$ cat src/hdl/pct_pkg.sv
// Shared types, constants and helper functions of the printer code translator.
// No dependencies; every other file of the block imports this package.
package pct_pkg;

	localparam int SEQ_LEN   = 8;
	localparam int MODES     = 8;
	localparam int EXT_CODES = 128;

	localparam int POS_W  = $clog2(SEQ_LEN);
	localparam int MODE_W = $clog2(MODES);
	localparam int CODE_W = $clog2(EXT_CODES);

	localparam logic [7:0] BYTE_NULL  = 8'd255;
	localparam logic [7:0] BYTE_EXT   = 8'd128;
	localparam logic [7:0] BYTE_TOP   = 8'd254;
	localparam logic [7:0] BYTE_SPACE = 8'h20;

	localparam logic [1:0] REQ_PRINT    = 2'd0;
	localparam logic [1:0] REQ_LD_CSEQ  = 2'd1;
	localparam logic [1:0] REQ_LD_CMODE = 2'd2;
	localparam logic [1:0] REQ_LD_MSEQ  = 2'd3;

	typedef logic [2:0] kind_t;

	localparam kind_t K_LD_CSEQ  = 3'd0;
	localparam kind_t K_LD_CMODE = 3'd1;
	localparam kind_t K_LD_START = 3'd2;
	localparam kind_t K_LD_END   = 3'd3;
	localparam kind_t K_PR_NULL  = 3'd4;
	localparam kind_t K_PR_EXT   = 3'd5;
	localparam kind_t K_PR_PLAIN = 3'd6;

	typedef logic [SEQ_LEN-1:0][7:0] row_t;

	typedef struct packed {
		kind_t             kind;
		logic [7:0]        data;
		logic [CODE_W-1:0] code;
		logic [MODE_W-1:0] mode;
		logic [POS_W-1:0]  pos;
	} item_t;

	typedef struct packed {
		logic full;
		logic clearing;
	} flow_t;

	// Remainder by MODES through a short chain of compare and subtract steps.
	function automatic logic [MODE_W-1:0] mode_mod(input logic [7:0] v);
		int r;
		r = int'(v);
		for (int k = 7; k >= 0; k--) begin
			if (r >= (MODES << k)) begin
				r = r - (MODES << k);
			end
		end
		return MODE_W'(r);
	endfunction

	// A start or end sequence made of one space alone is not sent.
	function automatic logic is_space(input row_t r);
		return (r[0] == BYTE_SPACE) && (r[1] == 8'd0);
	endfunction

endpackage

$ cat src/hdl/pct_front.sv
// Front end of the printer code translator: takes input words and classifies them.
// Depends on pct_pkg; feeds pct_queue.
module pct_front (
	input  logic            in_valid,
	output logic            in_stall,
	input  logic [1:0]      req_type,
	input  logic [7:0]      data_byte,
	input  logic [6:0]      code_index,
	input  logic [2:0]      mode_index,
	input  logic            which_seq,
	input  logic [2:0]      seq_pos,
	input  pct_pkg::flow_t  flow,
	output logic            push,
	output pct_pkg::item_t  item
);
	import pct_pkg::*;

	logic keep;

	always_comb begin
		item.kind = K_PR_PLAIN;
		item.data = data_byte;
		item.code = CODE_W'(code_index);
		item.mode = MODE_W'(mode_index);
		item.pos  = POS_W'(seq_pos);
		keep      = 1'b1;
		case (req_type)
			REQ_LD_CSEQ: begin
				item.kind = K_LD_CSEQ;
				keep      = int'(seq_pos) < SEQ_LEN;
			end
			REQ_LD_CMODE: begin
				item.kind = K_LD_CMODE;
				item.data = 8'(mode_mod(data_byte));
			end
			REQ_LD_MSEQ: begin
				item.kind = which_seq ? K_LD_END : K_LD_START;
				keep      = (int'(mode_index) < MODES) && (int'(seq_pos) < SEQ_LEN);
			end
			default: begin
				if (data_byte == BYTE_NULL) begin
					item.kind = K_PR_NULL;
				end else if (data_byte inside {[BYTE_EXT:BYTE_TOP]}) begin
					item.kind = K_PR_EXT;
				end else begin
					item.kind = K_PR_PLAIN;
				end
			end
		endcase
	end

	// Loads that fall outside the tables are accepted and dropped here.
	assign in_stall = flow.full || flow.clearing;
	assign push     = in_valid && !in_stall && keep;

endmodule

$ cat config.mk
export PLATFORM = sky130hd
export DESIGN_NAME = pct_front
export DESIGN_NICKNAME = d
export VERILOG_FILES = /design/src/hdl/pct_pkg.sv /design/src/hdl/pct_front.sv
export SDC_FILE = /design/constraint.sdc
export NUM_CORES = 1
export LEC_CHECK = 0
export ABC_CLOCK_PERIOD_IN_PS = 800
export BUFFER_PORTS_ARGS = -buffer_cell sky130_fd_sc_hd__buf_2
export CORE_AREA = 10 10 47 49
export DETAILED_ROUTE_END_ITERATION = 12
export DIE_AREA = 0 0 57 59
export PLACE_DENSITY = 0.62
export SYNTH_ARGS = -nofsm -noshare
export SYNTH_HDL_FRONTEND = slang
export SYNTH_SLANG_ARGS = --single-unit
$ cat constraint.sdc
create_clock -name vclk -period 0.8
set_input_delay 0 -clock vclk [all_inputs]
set_output_delay 0 -clock vclk [all_outputs]
set_load 0.005 [all_outputs]
==> run summary <==
Status -> complete, no violations
Initial antenna violation count -> 0
Static leakage -> 0.000160 uW
Final setup violation count -> 0
Final Cycle Share -> 76.5%
Final nets -> 75
Crit-path slowest cell -> and2_2
Avg Inst Size Synth -> 6.54 um2
FF+latch count -> 0
Minimum clock period -> 0.612 ns
Routed via count -> 239
Die area -> 3360 um2
Buf+Inv Stages, Crit Path -> 3
ANT nets after route -> 0
Crit path kind -> in2out
Max-cap viol count -> 0
Gpl congestion -> 0.740
Syn Nets -> 62
Post-DR wirelength/cell -> 12.0 um
Grt peak-use layer -> met2
Max incr delay on CP -> 0.20 ns
Hold Crit Class -> in2out
Pin count of the biggest net entering global routing -> 7
Rows -> 14
Most frequent CP cell -> buf_2
PortBufs -> 27
Pre-CTS WS -> 0.169 ns
Slew HR -> 89.9%
Post-Synthesis Cell Area -> 229 um2
Cells after synthesis -> 35
Hold bufs inserted after CTS -> 0
Core ar. -> 1400 um2
Layout cells sized above 1 -> 73.9%
Peak supply drop -> 86.8 uV
RSZ-0062 raised after global routing -> false
PD cells -> 467 nW/um2
Area grow syn2layout -> 15.3%
Starting density of the core -> 16.3%
Met1 usage -> 3.92%
Vias per cell -> 3.85
Distinct cell type count after synthesis -> 12
Critical path startpoint category -> input pin
Met3 usage -> 3.22%
DRC -> 0
Drt pass-1 iters -> 2
CP max FO -> 5
Final Max Tran Viols -> 0
Worst path top cell family by delay -> buffers and inverters
Setup_tns -> 0 ns
Io pins -> 53
First-pass GRT wire length -> 1190 um
Worst EP arrival -> 0.61 ns
Sequential standard cell area -> 0 um2
Inserted Diodes -> 0
Yosys warns -> 0
Total grt overflow -> 0
Register area share after synthesis -> 0%
Tot GR Track Use -> 4.06%
Actual slew at the worst max-slew pin -> 0.151 ns
Iter 0 DRT Violations -> 1
Peak Freq -> 1.63 GHz
Detailed placement HPWL -> 713 um
Vias in the first global route -> 267
Endpoint type of the worst setup path -> primary output
Final hold violation count -> 0
Met2 Use GR -> 6.67%
Worst endpoint required time -> 0.80 ns
Clock buf count -> 0
Worst setup margin -> 0.188 ns
Post-CTS sizing -> 0
Crit-path cells -> buf_2 -> inv_1 -> nand2_1 -> and2_2 -> buf_2
# Post-CTS Setup Buffers -> 0
Chip width -> 57 um
Total Wirelength -> 747 um
Die height -> 59 um
==> Yosys cell counts <==
cell,n,area share [%]
nor3_1,1,2.2
inv_1,2,3.3
nor2_1,3,4.9
buf_4,16,52
nand4b_1,1,3.8
o21ai_0,1,2.2
a21oi_1,1,2.2
a21o_2,1,3.8
and2_2,5,16
nand2_1,2,3.3
nand4_1,1,2.7
or2_2,1,2.7
==> cell type report <==
cell class                 count  area [um2]
timing repair buffer          27         135
tap                           16        20.0
inverter                       2        7.51
fill                         172        1140
multi-input combinational     17         101
==> routing by layer <==
layer | vias up | wire length [um]
li1 | 117 | -
met1 | 95 | 240
met2 | 25 | 340
met3 | 2 | 162
met4 | 0 | 4
met5 | - | 0
==> metrics by stage <==
stage	power [uW]	std cells	util [%]	cell area (um2)	hold slack, ns
2_1_floorplan	107	35	-	229	0.0269
3_3_place_gp	126	62	18.8	264	0.0000346
3_5_place_dp	128	62	18.8	264	0.0000346
4_1_cts	128	62	18.8	264	0.0000346
5_1_grt	144	62	18.8	264	0.00000840
6_report	123	62	18.8	264	0.00000199
==> where the power goes <==
part           total, uW  switching [uW]  internal, uW
Combinational        123            51.4          71.9
Clock                  0               0             0
Sequential             0               0             0
Total                123            51.4          71.9
==> kinds of logic (layout without fill, tap and decap cells) <==
family	after synthesis	count (layout)	share of synthesized area [%]
AND/OR/NAND/NOR	14	14	36.1
buffers and inverters	18	29	55.7
AO/OA/AOI/OAI	3	3	8.19
==> layout by cell type, fill, tap and decap left out <==
master    count
nor3_1        1
or2_2         1
o21ai_0       1
nand2_1       2
buf_2        27
a21oi_1       1
and2_2        5
nand4_1       1
nor2_1        3
inv_1         2
nand4b_1      1
a21o_2        1
==> path summary, 6_finish.rpt <==
path | startpoint | endpoint | slack (ns) | cells past startpoint
setup / recovery | req_type[0] | item[16] | 0.19 | 5
hold / removal | seq_pos[1] | item[1] | 0.000002 | 0
Power figures use the tool's default switching activity.
