==> config.mk <==
export PLATFORM = sky130hd
export DESIGN_NAME = pct_queue
export DESIGN_NICKNAME = d
export VERILOG_FILES = /design/src/hdl/pct_pkg.sv /design/src/hdl/pct_queue.sv
export SDC_FILE = /design/constraint.sdc
export NUM_CORES = 1
export LEC_CHECK = 0
export ABC_AREA = 1
export BUFFER_PORTS_ARGS = -buffer_cell sky130_fd_sc_hd__buf_2
export CORE_MARGIN = 2
export CORE_UTILIZATION = 45
export CTS_CLUSTER_SIZE = 12
export DETAILED_ROUTE_END_ITERATION = 7
export PLACE_DENSITY = 0.7
export SLEW_MARGIN = 0
export SYNTH_ARGS = -nofsm -noshare
export SYNTH_HDL_FRONTEND = slang
export SYNTH_SLANG_ARGS = --single-unit
==> constraint.sdc <==
create_clock -name clk -period 2.15 [get_ports clk]
set_clock_uncertainty 0.2 [all_clocks]
set_input_delay 0.3225 -clock clk [delete_from_list [all_inputs] [get_ports clk]]
set_output_delay 0.3225 -clock clk [all_outputs]
set_load 0.01 [all_outputs]
==> src/hdl/pct_pkg.sv <==
// Shared types, constants and helper functions of the printer code translator.
// No dependencies; every other file of the block imports this package.
package pct_pkg;

	localparam int SEQ_LEN   = 8;
	localparam int MODES     = 8;
	localparam int EXT_CODES = 128;

	localparam int POS_W  = $clog2(SEQ_LEN);
	localparam int MODE_W = $clog2(MODES);
	localparam int CODE_W = $clog2(EXT_CODES);

	localparam logic [7:0] BYTE_NULL  = 8'd255;
	localparam logic [7:0] BYTE_EXT   = 8'd128;
	localparam logic [7:0] BYTE_TOP   = 8'd254;
	localparam logic [7:0] BYTE_SPACE = 8'h20;

	localparam logic [1:0] REQ_PRINT    = 2'd0;
	localparam logic [1:0] REQ_LD_CSEQ  = 2'd1;
	localparam logic [1:0] REQ_LD_CMODE = 2'd2;
	localparam logic [1:0] REQ_LD_MSEQ  = 2'd3;

	typedef logic [2:0] kind_t;

	localparam kind_t K_LD_CSEQ  = 3'd0;
	localparam kind_t K_LD_CMODE = 3'd1;
	localparam kind_t K_LD_START = 3'd2;
	localparam kind_t K_LD_END   = 3'd3;
	localparam kind_t K_PR_NULL  = 3'd4;
	localparam kind_t K_PR_EXT   = 3'd5;
	localparam kind_t K_PR_PLAIN = 3'd6;

	typedef logic [SEQ_LEN-1:0][7:0] row_t;

	typedef struct packed {
		kind_t             kind;
		logic [7:0]        data;
		logic [CODE_W-1:0] code;
		logic [MODE_W-1:0] mode;
		logic [POS_W-1:0]  pos;
	} item_t;

	typedef struct packed {
		logic full;
		logic clearing;
	} flow_t;

	// Remainder by MODES through a short chain of compare and subtract steps.
	function automatic logic [MODE_W-1:0] mode_mod(input logic [7:0] v);
		int r;
		r = int'(v);
		for (int k = 7; k >= 0; k--) begin
			if (r >= (MODES << k)) begin
				r = r - (MODES << k);
			end
		end
		return MODE_W'(r);
	endfunction

	// A start or end sequence made of one space alone is not sent.
	function automatic logic is_space(input row_t r);
		return (r[0] == BYTE_SPACE) && (r[1] == 8'd0);
	endfunction

endpackage

==> src/hdl/pct_queue.sv <==
// Two-entry queue of classified items between front and back end.
// Depends on pct_pkg.
module pct_queue (
	input  logic            clk,
	input  logic            arst_n,
	input  logic            push,
	input  pct_pkg::item_t  item_in,
	input  logic            pop,
	output pct_pkg::item_t  head,
	output logic            valid,
	output logic            full
);
	import pct_pkg::*;

	item_t      entry_q [2];
	logic       wr_q;
	logic       rd_q;
	logic [1:0] cnt_q;

	always_ff @(posedge clk or negedge arst_n) begin
		if (!arst_n) begin
			wr_q  <= 1'b0;
			rd_q  <= 1'b0;
			cnt_q <= 2'd0;
		end else begin
			if (push) begin
				wr_q <= !wr_q;
			end
			if (pop) begin
				rd_q <= !rd_q;
			end
			if (push && !pop) begin
				cnt_q <= cnt_q + 2'd1;
			end else if (pop && !push) begin
				cnt_q <= cnt_q - 2'd1;
			end
		end
	end

	always_ff @(posedge clk) begin
		if (push) begin
			entry_q[wr_q] <= item_in;
		end
	end

	assign head  = entry_q[rd_q];
	assign valid = cnt_q != 2'd0;
	assign full  = cnt_q == 2'd2;

endmodule

==> flow_metrics.tcl, run 1 <==
set metrics [dict create \
    yosysTopAreaCellShare_pct 70.63 \
    vias 1054 \
    p_int_mw 2.231 \
    pwr-share-clk_pct 19.6 \
    setup_viol 0 \
    worstPathArrival_ns 1.41 \
    cp-start-kind "flop" \
    die_area_sq_um 5089 \
    r2r-end "entry_q[1][23]" \
    cts_resized 0 \
    worstSetupStartpoint "rd_q" \
    cts_buffers 5 \
    rrSetupSlack_ns 0.73 \
    drc 0 \
    timing.rr.start "wr_q" \
    numPortBuffers 53 \
    relSlewSlack_pct 79.21 \
    hold_viol_final 0 \
    power_density_nw_per_um2 1216 \
    antenna_found_initial 0 \
    fin_nets 197 \
    cts_tree "built" \
    drive_above_1_share_pct 53.29 \
    p_leak_nw 1.064 \
    yosysMostFrequentCell "edfxtp_1" \
    seqPwrFrac_pct 46.2 \
    start_util_pct 46.87 \
    fin_tns_setup_ns 0 \
    clk_latency_ns 0.29 \
    syn_area_sq_um 2041 \
    fillers 338 \
    combPwrFrac_pct 34.2 \
    yosys_warnings 0 \
    maxCapViolCount 0 \
    whs_endpoint "entry_q[1][17]" \
    syn_nets 129 \
    finalMaxSlewViolations 0 \
    syn_avg_cell_area_sq_um 20.41 \
    clock_sinks 52 \
    ys_async_sr_fraction_pct 7.692 \
    cts_root_buffer "clkbuf_8" \
    fin_crit_ns 1.934 \
    rows 24 \
    holdPathStages 1 \
    worst_slew_pin_slew_ns 0.3115 \
    ir_worst_vdd_mv 0.6744 \
    power_switching_uw 846.2 \
    hp-start "item_in[17]" \
    yosysTopAreaCell "edfxtp_1" \
    io_pins 54 \
    rsz0062_at_grt "no" \
    totalPowerFinal_mw 3.077 \
    critPathRequiredTime_ns 1.63 \
    clk_path_buf_depth 2 \
    synth_cells 100 \
    dp_hpwl_mm 2.343 \
    synth_flop_cell "edfxtp_1" \
    ys_seq_area_share_pct 75.54 \
    grt_usage_pct 13.33 \
    grt_pass1_vias 1092 \
    path_max_fanout 15 \
    fmax_mhz 517.0 \
    grt_max_degree 19 \
    diodes 0 \
    synth_edf_count 48 \
    synth.top_cells.by_area "edfxtp_1 71%, mux2_4 14%, dfrtp_1 4.9%, mux2_2 2.8%, buf_12 2.0%" \
    ys_ff_latch 52 \
    synth_commonest_cells "48 x edfxtp_1, 19 x mux2_4, 7 x inv_1, 6 x nand2_1, 5 x mux2_2" \
    r2r_cells 3 \
    post_cts_buffers 0 \
    end_kind "output pin" \
    viasPerCell 4.813 \
    status "finished clean" \
    grt-ovfl-total 0 \
    clk_pin_slew_ns 0.08 \
    ant_nets 0 \
    path_class "reg -> out" \
    swShare_pct 27.50 \
    grt_pass1_wl_mm 4.974 \
    min_path_type "in -> reg" \
    postRouteWirelength_mm 3.222 \
    drt_pass1_iterations 4 \
    hold-worst-slack_ns 0.01588 \
    htreeDepth 2 \
    die_x_um 71.34 \
    place_congestion 0.6894 \
    fin_crit_sh_pct 89.97 \
    area_delta_synth_final_pct 24.03 \
    postLayoutCoreUtil_pct 58.13 \
    synth_cell_types 14 \
    fp.coreArea_sq_um 4354 \
    wl_per_cell_um 14.71 \
    die_y_um 71.34 \
    drtIter0Drc 40 \
]
-- metal layers --
metal	part of all wire [%]	vias to the layer above	GRT usage [%]
met3	7.7	5	5.767
li1	-	503	-
met2	52	40	22.74
met4	1.1	0	5.660
met1	40	506	14.51
met5	0	-	0
-- cell usage in the layout, fill, tap and decap left out --
master          n
buf_12          1
buf_2          53
buf_4           4
bufinv_16       1
clkbuf_8        5
dfrtp_1         4
dlygate4sd3_1   6
edfxtp_1       48
ha_1            1
inv_1           7
mux2_2          5
mux2_4         19
nand2_1         6
nand3_1         1
nand4_1         1
nor2_1          1
nor2_2          1
xnor2_1         1
xor2_1          2
-- sequential cells by signal (all words and copies together), names as in the netlist --
register  flops
entry_q      48
cnt_q         2
rd_q          1
wr_q          1
-- worst max-delay path, stage by stage (launching register included) --
cell	delay, ns
dfrtp_1	0.34
buf_4	0.27
mux2_2	0.36
buf_2	0.14
-- what timing repair did --
action / 4_1_cts / 5_1_grt
hold buffers: 1 / 5
endpoints found under the hold margin: 4 / 10
endpoints found under the setup margin: 0 / 0
-- cells by family (layout without fill, tap and decap cells) --
family | count (synthesis) | in the layout | synth area share, %
adders and majority gates | 1 | 1 | 0.6130
xor gates and xnor gates | 3 | 3 | 1.288
and+or+nand+nor | 10 | 10 | 2.023
buffers and inverters | 10 | 77 | 3.802
muxes | 24 | 24 | 16.74
DFF | 52 | 52 | 75.54
-- per-stage QoR --
| step | std cells | setup WS [ns] | cell area (sq um) |
|---|---|---|---|
| 5_1_grt | 219 | 0.1523 | 2531 |
| 3_5_place_dp | 207 | 0.5178 | 2372 |
| 3_3_place_gp | 207 | 0.5364 | 2372 |
| 4_1_cts | 214 | 0.1890 | 2481 |
| 6_report | 219 | 0.2156 | 2531 |
| 2_1_floorplan | 100 | 0.1105 | 2041 |
-- layout make-up --
class                           count  area [sq um]  share of cell area (%)
Timing Repair Buffer               64         375.4                   14.83
Clock buffer                        5         68.82                   2.719
Inverter                            7         26.28                   1.038
Sequential cell                    52          1541                   60.90
Multi-Input combinational cell     38         424.2                   16.76
Tap cell                           52         65.06                   2.570
Clock inverter                      1         30.03                   1.186
-- worst max-delay path by stage --
stage | to | slack, ns | cells after the start
final | head[19] | 0.22 | 3
after global routing | head[23] | 0.15 | 3
after CTS | head[19] | 0.19 | 3
after detailed placement | head[19] | 0.52 | 3
after global placement | head[19] | 0.54 | 3
after floorplan | entry_q[0][0] | 0.11 | 1
-- power by group through the flow --
stage	Combinational, mW	Clock, mW	Sequential, mW
after floorplan	0.790	0	1.43
after global placement	1.04	0	1.43
after detailed placement	1.06	0	1.45
after CTS	1.07	0.627	1.42
after global routing	1.14	0.663	1.44
final	1.05	0.604	1.42
Note: power is estimated with default switching activity, not from simulation.
==> inputs of run 2 (changes only) <==
- CORE_ASPECT_RATIO: unset -> 0.6
- HOLD_SLACK_MARGIN: unset -> 0.12
==> run 2 against run 1 <==
Non-clock buffer count is 20 higher. Flip-flop and latch count stayed put. Combinational power hardly changed. Largest cell class unchanged. Clock power is 4.5% higher. Clock-buffer cell count is 1 higher. Critical endpoint unchanged. Worst setup slack worse by 0.080 ns. Global-route usage is 1.3 points higher.
==> flow_metrics.tcl, run 2 (synthesis gave the netlist of run 1 again) <==
set metrics [dict create \
    dp_cells 214 \
    start_util_pct 48.20 \
    worst_slew_pin_slew_ns 0.3442 \
    fin_crit_ns 2.015 \
    hold-worst-slack_ns 0.1675 \
    final_common_cell "buf_2" \
    maxCapViolCount 0 \
    die_x_um 90.94 \
    diodes 0 \
    setup_viol 0 \
    relSlewSlack_pct 77.05 \
    fillers 335 \
    hold_viol_final 0 \
    crit_slowest_cell "mux2_2" \
    fin_crit_sh_pct 93.70 \
    min_path_type "in -> async" \
    fin_nets 217 \
    vias 1105 \
    largest_reg_flops 48 \
    drive_above_1_share_pct 47.09 \
    postLayoutCoreUtil_pct 64.72 \
    path_max_fanout 20 \
    top_register "entry_q" \
    antenna_found_initial 0 \
    p_leak_nw 1.148 \
    grt_usage_pct 14.58 \
    layout.cells.non_filler 249 \
    worstSetupStartpoint "rd_q" \
    drtIter0Drc 40 \
    timing.rr.start "wr_q" \
    grt_pass1_vias 1283 \
    critPathRequiredTime_ns 1.63 \
    r2r-end "entry_q[0][21]" \
    status "finished clean" \
    worstPathArrival_ns 1.49 \
    grt_pass1_wl_mm 5.713 \
    clk_pin_slew_ns 0.09 \
    dp_hpwl_mm 2.203 \
    rows 18 \
    finalMaxSlewViolations 0 \
    wl_per_cell_um 13.82 \
    viasPerCell 4.438 \
    path_cells "buf_4, mux2_2, buf_2" \
    grt_max_degree 25 \
    post_cts_buffers 0 \
    path_class "reg -> out" \
    reg.largest.list "entry_q (48), cnt_q (2)" \
    final_cell_mix "53 x buf_2, 48 x edfxtp_1, 27 x dlygate4sd3_1" \
    postRouteWirelength_mm 3.441 \
    die_area_sq_um 5107 \
    endpoint "head[19]" \
    end_kind "output pin" \
    fmax_mhz 496.4 \
    clock_sinks 52 \
    path_depth 3 \
    cts_tree "built" \
    clk_latency_ns 0.28 \
    power_density_nw_per_um2 1141 \
    drc 0 \
    area_delta_synth_final_pct 34.27 \
    ant_nets 0 \
    place_congestion 0.6743 \
    numPortBuffers 53 \
    drt_pass1_iterations 3 \
    cts_root_buffer "clkbuf_8" \
    grt-ovfl-total 0 \
    regArea_sq_um 1541 \
    crit_buf_inv 2 \
    r2r_cells 2 \
    rrSetupSlack_ns 0.76 \
    multi_input_area_sq_um 424.2 \
    ir_worst_vdd_mv 0.7138 \
    fp.coreArea_sq_um 4234 \
    slowest_delay_ns 0.38 \
    cp-start-kind "flop" \
    io_pins 54 \
    fin_tns_setup_ns 0 \
    cp_top_family "buffers and inverters" \
    htreeDepth 2 \
    cts_buffers 5 \
    clk_path_buf_depth 2 \
    rsz0062_at_grt "no" \
    die_y_um 56.16 \
]
## run 2: cell types whose count changed in the layout (fill, tap and decap cells not counted), sizes merged
cell,before,now
dlygate4sd3,6,27
buf,58,57
clkbuf,5,6
clkinv,0,1
## run 2: worst min-delay path by stage
stage | from | end | depth (start not counted)
floorplan | arst_n | cnt_q[0] | 0
global placement | arst_n | cnt_q[0] | 1
detailed placement | arst_n | cnt_q[0] | 1
CTS | arst_n | cnt_q[0] | 2
global route | arst_n | cnt_q[0] | 2
finish | arst_n | cnt_q[0] | 2
## run 2: metrics by stage
step | total power [mW] | instance area (sq um) | setup slack (ns)
3_3_place_gp | 2.461 | 2362 | 0.4676
6_report | 3.125 | 2740 | 0.1355
5_1_grt | 3.300 | 2740 | 0.04326
2_1_floorplan | 2.215 | 2041 | 0.1105
4_1_cts | 3.163 | 2740 | 0.1021
3_5_place_dp | 2.488 | 2362 | 0.4430
## run 2: layer usage
layer	wire, um	global-route usage, %	vias up	part of all wire [%]
met3	210	5.285	2	6.1
met5	0	0	-	0
met1	1586	17.81	521	46
met2	1630	25.08	37	47
met4	14	3.247	0	0.41
li1	-	-	545	-
## run 2: final cells by class
cell class / instances / area share, %
Clock buffer: 6 / 2.648
Sequential cell: 52 / 56.26
Clock inverter: 2 / 1.279
Timing Repair Buffer: 84 / 20.64
Multi-Input combinational cell: 38 / 15.48
Inverter: 7 / 0.9589
Tap cell: 60 / 2.740
## run 2: what timing repair did
| action | CTS | global route |
|---|---|---|
| hold buffers | 27 | 0 |
| endpoints found under the hold margin | 54 | 0 |
| setup endpoints to repair | 0 | 0 |
| gates resized for setup | 0 | 0 |
## run 2: report_power, final
group	leakage [nW]	internal [mW]	switching, mW
Combinational	0.595	0.553	0.520
Sequential	0.498	1.35	0.0707
Clock	0.0552	0.345	0.286
Total	1.15	2.25	0.877
## run 2: worst reg2reg max path: cells and delay by family (launching register included)
| family | cells | cell delay, ns |
|---|---|---|
| flops | 1 | 0.42 |
| buf+inv | 1 | 0.33 |
| simple gates | 1 | 0.11 |
